## src/hdl/flcc_pkg.sv

```systemverilog
`default_nettype none
package flcc_pkg;

    // input item
    typedef struct packed {
        logic               opcode;
        logic signed [31:0] pointer_x;
        logic signed [31:0] pointer_y;
        logic [5:0]         held_keys;
        logic [15:0]        delta_time;
    } t_in_item;

    // result item
    typedef struct packed {
        logic signed [31:0] eye_x;
        logic signed [31:0] eye_y;
        logic signed [31:0] eye_z;
        logic signed [15:0] front_x;
        logic signed [15:0] front_y;
        logic signed [15:0] front_z;
        logic signed [15:0] right_x;
        logic signed [15:0] right_z;
        logic signed [15:0] up_x;
        logic signed [15:0] up_y;
        logic signed [15:0] up_z;
    } t_out_item;

    // configuration register indexes
    localparam logic [1:0] CFG_SENS_X = 2'd0;
    localparam logic [1:0] CFG_SENS_Y = 2'd1;
    localparam logic [1:0] CFG_SPEED  = 2'd2;

    localparam logic [15:0] SENS_RESET  = 16'd410;
    localparam logic [15:0] SPEED_RESET = 16'd1024;

    // item opcodes
    localparam logic OPC_POINTER = 1'b0;
    localparam logic OPC_TICK    = 1'b1;

    // datapath commands
    localparam logic [4:0] OP_NONE        = 5'd0;
    localparam logic [4:0] OP_LOAD        = 5'd1;
    localparam logic [4:0] OP_MUL_X       = 5'd2;
    localparam logic [4:0] OP_MUL_Y       = 5'd3;
    localparam logic [4:0] OP_PITCH       = 5'd4;
    localparam logic [4:0] OP_WRAP_STEP   = 5'd5;
    localparam logic [4:0] OP_WRAP_DONE   = 5'd6;
    localparam logic [4:0] OP_CORD_LD_YAW = 5'd7;
    localparam logic [4:0] OP_CORD_LD_PIT = 5'd8;
    localparam logic [4:0] OP_CORD_STEP   = 5'd9;
    localparam logic [4:0] OP_CORD_SV_YAW = 5'd10;
    localparam logic [4:0] OP_CORD_SV_PIT = 5'd11;
    localparam logic [4:0] OP_VEC_MUL     = 5'd12;
    localparam logic [4:0] OP_VEC_SAVE    = 5'd13;
    localparam logic [4:0] OP_SINGLE      = 5'd14;
    localparam logic [4:0] OP_STEP_MUL    = 5'd15;
    localparam logic [4:0] OP_MOVE_MUL    = 5'd16;
    localparam logic [4:0] OP_MOVE_ADD    = 5'd17;
    localparam logic [4:0] OP_PUBLISH     = 5'd18;

    typedef struct packed {
        logic [4:0] op;
        logic [4:0] idx;
        logic [2:0] key;
        logic [1:0] comp;
    } t_dp_cmd;

    typedef struct packed {
        logic       is_tick;
        logic [5:0] keys;
    } t_dp_status;

    // loop lengths
    localparam int CORDIC_STEPS = 23;
    localparam int WRAP_STEPS   = 14;
    localparam int KEY_COUNT    = 6;
    localparam int VEC_PRODUCTS = 4;

    // angles in Q16.16 degrees
    localparam logic signed [31:0] DEG_89  = 32'sd5832704;
    localparam logic signed [31:0] DEG_90  = 32'sd5898240;
    localparam logic signed [31:0] DEG_180 = 32'sd11796480;
    localparam logic signed [39:0] DEG_360 = 40'sd23592960;

    localparam logic signed [33:0] CORDIC_X0 = 34'sd652032874;
    localparam logic signed [15:0] UNIT_Q14  = 16'sd16384;

    localparam logic signed [31:0] EYE_X_RESET = 32'sd0;
    localparam logic signed [31:0] EYE_Y_RESET = 32'sd131072;
    localparam logic signed [31:0] EYE_Z_RESET = -32'sd524288;

    // arctangent per CORDIC step, Q16.16 degrees
    function automatic logic signed [31:0] atan_deg(input logic [4:0] i);
        logic signed [31:0] a;
        unique case (i)
            5'd0:    a = 32'sd2949120;
            5'd1:    a = 32'sd1740967;
            5'd2:    a = 32'sd919879;
            5'd3:    a = 32'sd466945;
            5'd4:    a = 32'sd234379;
            5'd5:    a = 32'sd117304;
            5'd6:    a = 32'sd58666;
            5'd7:    a = 32'sd29335;
            5'd8:    a = 32'sd14668;
            5'd9:    a = 32'sd7334;
            5'd10:   a = 32'sd3667;
            5'd11:   a = 32'sd1833;
            5'd12:   a = 32'sd917;
            5'd13:   a = 32'sd458;
            5'd14:   a = 32'sd229;
            5'd15:   a = 32'sd115;
            5'd16:   a = 32'sd57;
            5'd17:   a = 32'sd29;
            5'd18:   a = 32'sd14;
            5'd19:   a = 32'sd7;
            5'd20:   a = 32'sd4;
            5'd21:   a = 32'sd2;
            5'd22:   a = 32'sd1;
            default: a = 32'sd0;
        endcase
        return a;
    endfunction

endpackage
`default_nettype wire

```

## src/hdl/flcc_ctrl.sv

```systemverilog
`default_nettype none
module flcc_ctrl (
    input  wire logic                  i_clk,
    input  wire logic                  i_rst_n,
    input  wire logic                  i_in_valid,
    output logic                       o_in_ready,
    output logic                       o_out_valid,
    input  wire logic                  i_out_ready,
    output flcc_pkg::t_dp_cmd          o_cmd,
    input  wire flcc_pkg::t_dp_status  i_status
);
    import flcc_pkg::*;

    localparam logic [4:0] S_IDLE   = 5'd0;
    localparam logic [4:0] S_DISP   = 5'd1;
    localparam logic [4:0] S_MULX   = 5'd2;
    localparam logic [4:0] S_MULY   = 5'd3;
    localparam logic [4:0] S_PITCH  = 5'd4;
    localparam logic [4:0] S_WRAP   = 5'd5;
    localparam logic [4:0] S_WRAPD  = 5'd6;
    localparam logic [4:0] S_CLY    = 5'd7;
    localparam logic [4:0] S_CSY    = 5'd8;
    localparam logic [4:0] S_SVY    = 5'd9;
    localparam logic [4:0] S_CLP    = 5'd10;
    localparam logic [4:0] S_CSP    = 5'd11;
    localparam logic [4:0] S_SVP    = 5'd12;
    localparam logic [4:0] S_VMUL   = 5'd13;
    localparam logic [4:0] S_VSAVE  = 5'd14;
    localparam logic [4:0] S_SINGLE = 5'd15;
    localparam logic [4:0] S_STEP   = 5'd16;
    localparam logic [4:0] S_SCAN   = 5'd17;
    localparam logic [4:0] S_MMUL   = 5'd18;
    localparam logic [4:0] S_MADD   = 5'd19;
    localparam logic [4:0] S_DONE   = 5'd20;

    localparam logic [4:0] CORD_LAST = 5'(CORDIC_STEPS - 1);
    localparam logic [4:0] WRAP_TOP  = 5'(WRAP_STEPS - 1);
    localparam logic [4:0] VEC_LAST  = 5'(VEC_PRODUCTS - 1);
    localparam logic [2:0] KEY_END   = 3'(KEY_COUNT);

    logic [4:0] r_state, n_state;
    logic [4:0] r_idx, n_idx;
    logic [2:0] r_key, n_key;
    logic [1:0] r_comp, n_comp;
    logic       r_out_valid, n_out_valid;
    logic [4:0] op;

    // sequencer
    always_comb begin
        n_state     = r_state;
        n_idx       = r_idx;
        n_key       = r_key;
        n_comp      = r_comp;
        op          = OP_NONE;
        n_out_valid = r_out_valid && !i_out_ready;
        unique case (r_state)
            S_IDLE: begin
                if (i_in_valid) begin
                    op      = OP_LOAD;
                    n_state = S_DISP;
                end
            end
            S_DISP:  n_state = i_status.is_tick ? S_STEP : S_MULX;
            S_MULX: begin
                op      = OP_MUL_X;
                n_state = S_MULY;
            end
            S_MULY: begin
                op      = OP_MUL_Y;
                n_state = S_PITCH;
            end
            S_PITCH: begin
                op      = OP_PITCH;
                n_idx   = WRAP_TOP;
                n_state = S_WRAP;
            end
            S_WRAP: begin
                op = OP_WRAP_STEP;
                if (r_idx == 5'd0) begin
                    n_state = S_WRAPD;
                end else begin
                    n_idx = r_idx - 5'd1;
                end
            end
            S_WRAPD: begin
                op      = OP_WRAP_DONE;
                n_state = S_CLY;
            end
            S_CLY: begin
                op      = OP_CORD_LD_YAW;
                n_idx   = 5'd0;
                n_state = S_CSY;
            end
            S_CSY: begin
                op    = OP_CORD_STEP;
                n_idx = r_idx + 5'd1;
                if (r_idx == CORD_LAST) begin
                    n_state = S_SVY;
                end
            end
            S_SVY: begin
                op      = OP_CORD_SV_YAW;
                n_state = S_CLP;
            end
            S_CLP: begin
                op      = OP_CORD_LD_PIT;
                n_idx   = 5'd0;
                n_state = S_CSP;
            end
            S_CSP: begin
                op    = OP_CORD_STEP;
                n_idx = r_idx + 5'd1;
                if (r_idx == CORD_LAST) begin
                    n_state = S_SVP;
                end
            end
            S_SVP: begin
                op      = OP_CORD_SV_PIT;
                n_idx   = 5'd0;
                n_state = S_VMUL;
            end
            S_VMUL: begin
                op      = OP_VEC_MUL;
                n_state = S_VSAVE;
            end
            S_VSAVE: begin
                op = OP_VEC_SAVE;
                if (r_idx == VEC_LAST) begin
                    n_state = S_SINGLE;
                end else begin
                    n_idx   = r_idx + 5'd1;
                    n_state = S_VMUL;
                end
            end
            S_SINGLE: begin
                op      = OP_SINGLE;
                n_state = S_DONE;
            end
            S_STEP: begin
                op      = OP_STEP_MUL;
                n_key   = 3'd0;
                n_state = S_SCAN;
            end
            S_SCAN: begin
                if (r_key >= KEY_END) begin
                    n_state = S_DONE;
                end else if (i_status.keys[r_key]) begin
                    n_comp  = 2'd0;
                    n_state = S_MMUL;
                end else begin
                    n_key = r_key + 3'd1;
                end
            end
            S_MMUL: begin
                op      = OP_MOVE_MUL;
                n_state = S_MADD;
            end
            S_MADD: begin
                op = OP_MOVE_ADD;
                if (r_comp == 2'd2) begin
                    n_key   = r_key + 3'd1;
                    n_state = S_SCAN;
                end else begin
                    n_comp  = r_comp + 2'd1;
                    n_state = S_MMUL;
                end
            end
            S_DONE: begin
                // wait for the output register to free up
                if (!r_out_valid || i_out_ready) begin
                    op          = OP_PUBLISH;
                    n_out_valid = 1'b1;
                    n_state     = S_IDLE;
                end
            end
            default: n_state = S_IDLE;
        endcase
    end

    always_ff @(posedge i_clk) begin
        if (!i_rst_n) begin
            r_state     <= S_IDLE;
            r_idx       <= 5'd0;
            r_key       <= 3'd0;
            r_comp      <= 2'd0;
            r_out_valid <= 1'b0;
        end else begin
            r_state     <= n_state;
            r_idx       <= n_idx;
            r_key       <= n_key;
            r_comp      <= n_comp;
            r_out_valid <= n_out_valid;
        end
    end

    assign o_cmd.op     = op;
    assign o_cmd.idx    = r_idx;
    assign o_cmd.key    = r_key;
    assign o_cmd.comp   = r_comp;
    assign o_in_ready   = (r_state == S_IDLE);
    assign o_out_valid  = r_out_valid;

endmodule
`default_nettype wire

```

## config.mk

```make
export PLATFORM = sky130hd
export DESIGN_NAME = flcc_ctrl
export DESIGN_NICKNAME = d
export VERILOG_FILES = /design/src/hdl/flcc_pkg.sv /design/src/hdl/flcc_ctrl.sv
export SDC_FILE = /design/constraint.sdc
export NUM_CORES = 1
export LEC_CHECK = 0
export BUFFER_PORTS_ARGS = -buffer_cell sky130_fd_sc_hd__buf_2
export CORE_MARGIN = 10
export CORE_UTILIZATION = 59
export CTS_CLUSTER_DIAMETER = 40
export DETAILED_ROUTE_END_ITERATION = 10
export PLACE_DENSITY = 0.85
export SYNTH_ARGS = -nofsm -noshare
export SYNTH_HDL_FRONTEND = slang
export SYNTH_SLANG_ARGS = --single-unit
```

## constraint.sdc

```tcl
create_clock -name i_clk -period 6.1 [get_ports i_clk]
set_clock_uncertainty 0.1 [all_clocks]
set_input_delay 1.22 -clock i_clk [delete_from_list [all_inputs] [get_ports i_clk]]
set_output_delay 1.22 -clock i_clk [all_outputs]
set_load 0.1 [all_outputs]
```

==> impl_metrics.py, run 1 <==
metrics = {
    "global_routing": {
        "antenna_found_initial": 0,
        "grt_pass1_wl_mm": 5.98,
        "grt_max_degree": 28,
        "grt_pass1_vias": 1369,
        "grt_util_all_layers_pct": 14.1,
        "overflow": 0,
    },
    "routing": {
        "vias": 1488,
        "wl_mm": 3.60,
        "dr.pass1.iters": 4,
        "ant_nets": 0,
        "drt-initial-drc-count": 96,
        "via_per_inst": 6.36,
        "wire_per_inst_um": 15.4,
        "route.detailed.drc": 0,
    },
    "timing": {
        "worst_slack_ns": 2.47,
        "worst_pin_slew_ns": 0.839,
        "slew_headroom_pct": 44.0,
        "fmax_ghz": 0.275,
        "tns_ns": 0,
        "fin_crit_sh_pct": 59.6,
        "hold_violations": 0,
        "setup_viol": 0,
        "whs_ns": 0.477,
        "min_period_ns": 3.63,
        "rsz0062_at_grt": "false",
        "finalMaxSlewViolations": 0,
    },
    "floorplan": {
        "die-area_um2": 4790,
        "start_util_pct": 63.4,
        "coreArea_um2": 2250,
        "die_height_um": 69.2,
        "io_pins": 28,
        "rows": 17,
        "die_x_um": 69.2,
    },
    "clocking": {
        "clk_pin_slew_ns": 0.09,
        "insertion_delay_ns": 0.29,
        "postCtsResizedCells": 0,
        "tritoncts": "done",
        "htreeDepth": 1,
        "hold_buffers": 0,
        "clock-sinks": 16,
        "cts_root_buffer": "clkbuf_4",
        "cts_buffer_depth": 2,
        "cts_made_buffers": 3,
        "cts_setup_buffers": 0,
    },
    "yosys": {
        "avgSynthCellArea_um2": 7.56,
        "synth_edf_count": 0,
        "synth.most_common_cell": "nand2_1",
        "async_flop_share_pct": 0,
        "yosysSeqAreaShare_pct": 22.4,
        "synth_nets": 204,
        "synth_common_cells": "22 x nand2_1, 16 x dfxtp_1, 14 x nor2_1, 12 x nand3_1",
        "ys_ff_latch": 16,
        "synth_top_area_share_pct": 22.4,
        "yosys.area.top_type": "dfxtp_1",
        "yosysUniqueCellTypes": 53,
        "synth_area_leaders": "dfxtp_1 22%, nand2_1 5.8%, nand3_1 4.2%, nor2_1 3.7%, ha_1 3.5%",
        "synth_ff_type": "dfxtp_1",
        "synthCells": 189,
        "yosysWarnings": 0,
        "syn_area_um2": 1430,
    },
    "job": {
        "maxCapViolCount": 0,
    },
    "final_layout": {
        "antenna_cells": 0,
        "drive_gt1_share_pct": 17.5,
        "nets": 223,
        "multiInputGateArea_um2": 1030,
        "n_fill_cell": 209,
        "area_delta_synth_final_pct": 9.28,
        "seqCellArea_um2": 320,
    },
    "power": {
        "power_density_nw_per_um2": 272,
        "p_total_uw": 425,
        "power_leakage_uw": 0.000621,
        "vdd_drop_max_v": 0.000312,
    },
    "critical_path": {
        "crit_arrival_ns": 2.31,
        "critPathMaxFanout": 27,
        "path_class": "reg -> out",
        "critPathRequiredTime_ns": 4.78,
        "start_kind": "flop",
        "endpoint_kind": "output port",
    },
    "run_status": {
        "outcome": "finished, final reports clean",
    },
    "place": {
        "hpwl_mm": 2.68,
        "portBuffers": 27,
        "gp_congestion": 0.881,
        "pre_cts_slack_ns": 2.60,
    },
    "min_path": {
        "hold_path_class": "reg -> reg",
    },
}
cell families (layout without fill, tap and decap cells):
family / Yosys count / after routing / share of synthesized area [%]
XOR/XNOR: 6 / 6 / 3.68
adder cells (fa/ha/maj): 4 / 4 / 3.50
multiplexers: 5 / 5 / 4.55
buffers and inverters: 18 / 35 / 5.52
AND/OR/NAND/NOR: 87 / 87 / 32.8
AO/OA/AOI/OAI: 53 / 53 / 27.5
flip-flops: 16 / 16 / 22.4
power breakdown:
part / total, uW / switching [uW] / internal (uW) / leakage (uW)
sequential: 148 / 35.3 / 113 / 0.000130
combinational: 219 / 162 / 56.9 / 0.000477
clock: 57.7 / 34.7 / 23.0 / 0.0000138
cell usage in the layout (no fill, tap or decap), types with 3 or more instances in the layout:
cell type  netlist  layout
inv_1            5       5
o21ai_0          8       8
or3_1            3       3
o22ai_1          3       3
xnor2_1          3       3
nand2_1         22      22
nand3b_1         3       3
dfxtp_1         16      16
o211ai_1         6       6
a21oi_1          5       5
buf_2            3      27
nor2_1          14      14
nor3_1           3       3
xor2_1           3       3
ha_1             4       4
nor3b_1          5       5
a21boi_0         4       4
nor2b_1          4       4
nand3_1         12      12
o21a_1           4       4
a31oi_1          4       4
clkbuf_4         0       3
nand2b_1         6       6
path summary, 6_finish.rpt:
| check | startpoint | end | slack [ns] | cells after the start |
|---|---|---|---|---|
| setup / recovery | r_state[0]$_SDFFE_PN0P_ | o_cmd[11] | 2.47 | 4 |
| hold / removal | r_idx[4]$_SDFFE_PN0P_ | r_idx[4]$_SDFFE_PN0P_ | 0.48 | 2 |
| setup reg to reg | r_state[3]$_SDFFE_PN0P_ | r_idx[4]$_SDFFE_PN0P_ | 3.23 | 8 |
| hold reg to reg | r_idx[4]$_SDFFE_PN0P_ | r_idx[4]$_SDFFE_PN0P_ | 0.48 | 2 |
routing by layer:
| metal | share of wire [%] | routed length, um | vias to the layer above | global-route usage, % |
|---|---|---|---|---|
| met1 | 41 | 1460 | 673 | 15.6 |
| met3 | 6.7 | 242 | 11 | 2.71 |
| met2 | 51 | 1820 | 72 | 25.7 |
| met5 | 0 | 0 | - | 0 |
| met4 | 2.1 | 75 | 0 | 4.88 |
| li1 | - | - | 732 | - |
final cells by class:
cell class	count	area share [%]
flip-flops and latches	16	20.5
well taps	28	2.24
repair buffers	27	8.65
multi-input cells	155	65.9
clock buffers	3	1.44
inverters	5	1.20
critical path, cell delays in order (launching register included):
cell,delay (ns)
dfxtp_1,0.88
xor2_1,0.37
a22oi_1,0.12
o22ai_1,0.18
buf_2,0.45
registers in the layout, indices dropped and copies added (netlist names):
| signal | cells |
|---|---|
| r_key | 3 |
| o_out_valid | 1 |
| r_comp | 2 |
| r_state | 5 |
| r_idx | 5 |
stage by stage:
stage / utilization (%) / std cells / cell area [um2]
after floorplan: - / 189 / 1430
after detailed placement: 68.3 / 231 / 1540
after CTS: 69.3 / 234 / 1560
after global placement: 68.3 / 231 / 1540
after global routing: 69.3 / 234 / 1560
final: 69.3 / 234 / 1560
No activity file was read; power rests on OpenSTA's default activity.
==> run 2, diff against run 1 <==
--- a/config.mk
+++ b/config.mk
@@ -5,12 +5,13 @@
 export SDC_FILE = /design/constraint.sdc
 export NUM_CORES = 1
 export LEC_CHECK = 0
+export ABC_AREA = 1
 export BUFFER_PORTS_ARGS = -buffer_cell sky130_fd_sc_hd__buf_2
 export CORE_MARGIN = 10
-export CORE_UTILIZATION = 59
+export CORE_UTILIZATION = 49
 export CTS_CLUSTER_DIAMETER = 40
 export DETAILED_ROUTE_END_ITERATION = 10
-export PLACE_DENSITY = 0.85
+export PLACE_DENSITY = 0.75
 export SYNTH_ARGS = -nofsm -noshare
 export SYNTH_HDL_FRONTEND = slang
 export SYNTH_SLANG_ARGS = --single-unit
==> constraint.sdc (replaced) <==
create_clock -name i_clk -period 3 [get_ports i_clk]
set_clock_uncertainty 0.1 [all_clocks]
set_input_delay 0.6 -clock i_clk [delete_from_list [all_inputs] [get_ports i_clk]]
set_output_delay 0.6 -clock i_clk [all_outputs]
set_load 0.1 [all_outputs]
==> impl_metrics.py, run 2 <==
metrics = {
    "clocking": {
        "cts_made_buffers": 3,
        "htreeDepth": 1,
        "cts_setup_buffers": 0,
        "postCtsResizedCells": 0,
        "hold_buffers": 0,
        "tritoncts": "done",
        "cts_buffer_depth": 2,
        "insertion_delay_ns": 0.30,
        "clock-sinks": 16,
        "clk_pin_slew_ns": 0.11,
        "cts_root_buffer": "clkbuf_4",
    },
    "yosys": {
        "synthCells": 225,
        "synth_area_leaders": "dfxtp_1 23%, nand2_1 12%, nand3_1 7.9%, inv_1 7.5%, nor2_1 7.0%",
        "syn_area_um2": 1400,
        "avgSynthCellArea_um2": 6.21,
        "yosys.area.top_type": "dfxtp_1",
        "synth_top_area_share_pct": 22.9,
        "async_flop_share_pct": 0,
        "synth_nets": 240,
        "synth_ff_type": "dfxtp_1",
        "synth_edf_count": 0,
        "synth_common_cells": "44 x nand2_1, 28 x inv_1, 26 x nor2_1, 22 x nand3_1",
        "synth.most_common_cell": "nand2_1",
        "ys_ff_latch": 16,
        "yosysSeqAreaShare_pct": 22.9,
        "yosysUniqueCellTypes": 32,
        "yosysWarnings": 0,
    },
    "final_layout": {
        "n_fill_cell": 276,
        "nets": 271,
        "fin_cells": 286,
        "drive_gt1_share_pct": 21.6,
        "reg_top3": "r_idx (5), r_state (5), r_key (3)",
        "seqCellArea_um2": 320,
        "multiInputGateArea_um2": 947,
        "final_cell_mix": "44 x nand2_1, 28 x inv_1, 27 x buf_2",
        "final_common_cell": "nand2_1",
        "antenna_cells": 0,
        "finish.instance_area_um2": 1610,
        "area_delta_synth_final_pct": 15.0,
    },
    "place": {
        "dp.cells": 282,
        "portBuffers": 27,
        "gp_congestion": 1.03,
        "pre_cts_slack_ns": 0.581,
        "hpwl_mm": 3.26,
        "post_dp_cell_area_um2": 1570,
    },
    "critical_path": {
        "worst-path-buf-inv": 2,
        "r2r_slack_ns": 0.81,
        "crit_path_top_delay_cell": "dfxtp_1",
        "critPathMaxFanout": 10,
        "critPathRequiredTime_ns": 2.30,
        "r2r_start": "r_state[3]$_SDFFE_PN0P_",
        "slowest_delay_ns": 0.58,
        "r2r_end": "r_idx[4]$_SDFFE_PN0P_",
        "endpoint_kind": "output port",
        "crit_chain": "clkinv_2 > nand3_1 > o21ai_0 > a211oi_1 > o2111ai_1 > buf_2",
        "crit_arrival_ns": 2.09,
        "crit_end": "o_cmd[11]",
        "start_kind": "flop",
        "ff2ff_path_depth": 15,
        "path_class": "reg -> out",
        "path_delay_family": "flip-flops",
        "worst-path-stages": 6,
        "worstSetupStartpoint": "r_state[4]$_SDFFE_PN0P_",
    },
    "global_routing": {
        "grt_pass1_vias": 1471,
        "overflow": 0,
        "grt_pass1_wl_mm": 6.86,
        "antenna_found_initial": 0,
        "grt_max_degree": 11,
        "grt_util_all_layers_pct": 15.3,
    },
    "timing": {
        "worst_pin_slew_ns": 0.604,
        "worst_slack_ns": 0.209,
        "min_period_ns": 2.79,
        "finalMaxSlewViolations": 0,
        "fmax_ghz": 0.358,
        "hold_violations": 0,
        "setup_viol": 0,
        "rsz0062_at_grt": "false",
        "slew_headroom_pct": 59.4,
        "fin_crit_sh_pct": 93.0,
    },
    "floorplan": {
        "die-area_um2": 5390,
        "coreArea_um2": 2730,
        "die_height_um": 73.4,
        "die_x_um": 73.4,
        "start_util_pct": 51.1,
        "io_pins": 28,
        "rows": 19,
    },
    "routing": {
        "dr.pass1.iters": 4,
        "vias": 1582,
        "via_per_inst": 5.53,
        "ant_nets": 0,
        "route.detailed.drc": 0,
        "drt-initial-drc-count": 172,
        "wl_mm": 3.94,
        "wire_per_inst_um": 13.8,
    },
    "power": {
        "power_leakage_uw": 0.000779,
        "vdd_drop_max_v": 0.000752,
        "power_density_nw_per_um2": 1090,
    },
    "job": {
        "maxCapViolCount": 0,
    },
    "min_path": {
        "hold_path_class": "reg -> reg",
    },
    "run_status": {
        "outcome": "finished, final reports clean",
    },
}
[run 2: cell types whose count changed in the layout (fill, tap and decap cells not counted), moves of 5 or more]
cell      change
inv_1        +23
nand2_1      +22
a21oi_1      +12
nor2_1       +12
nand3_1      +10
nand2_2       +9
o21ai_0       +7
nand2b_1      -6
nor3b_1       -5
[run 2: cells by family after synthesis]
family,synth area share (%)
flip-flops,22.9
XOR/XNOR,2.51
buffers and inverters,9.76
AO/OA/AOI/OAI,20.1
AND/OR/NAND/NOR,41.1
adder cells (fa/ha/maj),3.58
[run 2: how the worst min path moves through the flow]
stage,startpoint,endpoint,slack [ns],cells past startpoint
final,r_idx[4]$_SDFFE_PN0P_,r_idx[4]$_SDFFE_PN0P_,0.39,2
after global routing,r_idx[4]$_SDFFE_PN0P_,r_idx[4]$_SDFFE_PN0P_,0.45,2
after CTS,r_idx[4]$_SDFFE_PN0P_,r_idx[4]$_SDFFE_PN0P_,0.39,2
after detailed placement,r_idx[4]$_SDFFE_PN0P_,r_idx[4]$_SDFFE_PN0P_,0.38,2
after global placement,r_idx[4]$_SDFFE_PN0P_,r_idx[4]$_SDFFE_PN0P_,0.38,2
after floorplan,r_state[2]$_SDFFE_PN0P_,r_state[2]$_SDFFE_PN0P_,0.43,2
[run 2: where the power goes]
group / leakage, uW / internal, uW / switching (uW) / total, uW
Sequential: 0.000130 / 261 / 90.3 / 351
Clock: 0.0000210 / 74.0 / 74.8 / 149
Combinational: 0.000628 / 261 / 990 / 1250
Total: 0.000779 / 596 / 1160 / 1750
[run 2: cell type report]
type                       instances  area share [%]
clock buffer                       4            2.26
inverter                          34            8.02
multi-input combinational        174            59.0
sequential                        16            19.9
tap                               31            2.41
timing repair buffer              27            8.41
[run 2: worst min-delay path, stage by stage, from the launching register on]
cell and delay, ns:
dfxtp_1 0.33, nand2_1 0.06, a21oi_1 0.06
[run 2: through the flow]
step | utilization (%) | total power [uW] | hold slack, ns | TNS [ns]
after floorplan | - | 1400 | 0.433 | -0.00681
final | 58.8 | 1750 | 0.385 | 0
after detailed placement | 57.4 | 1600 | 0.379 | 0
after global placement | 57.4 | 1620 | 0.382 | 0
after global routing | 58.8 | 1880 | 0.446 | 0
after CTS | 58.8 | 1750 | 0.392 | 0
[run 2: layer usage]
layer  up-vias  GRT usage, %  part of all wire (%)
met5         -             0                     0
li1        813             -                     -
met2        70          23.9                    47
met1       690          20.4                    44
met4         0          4.55                   1.6
met3         9          3.23                   7.4
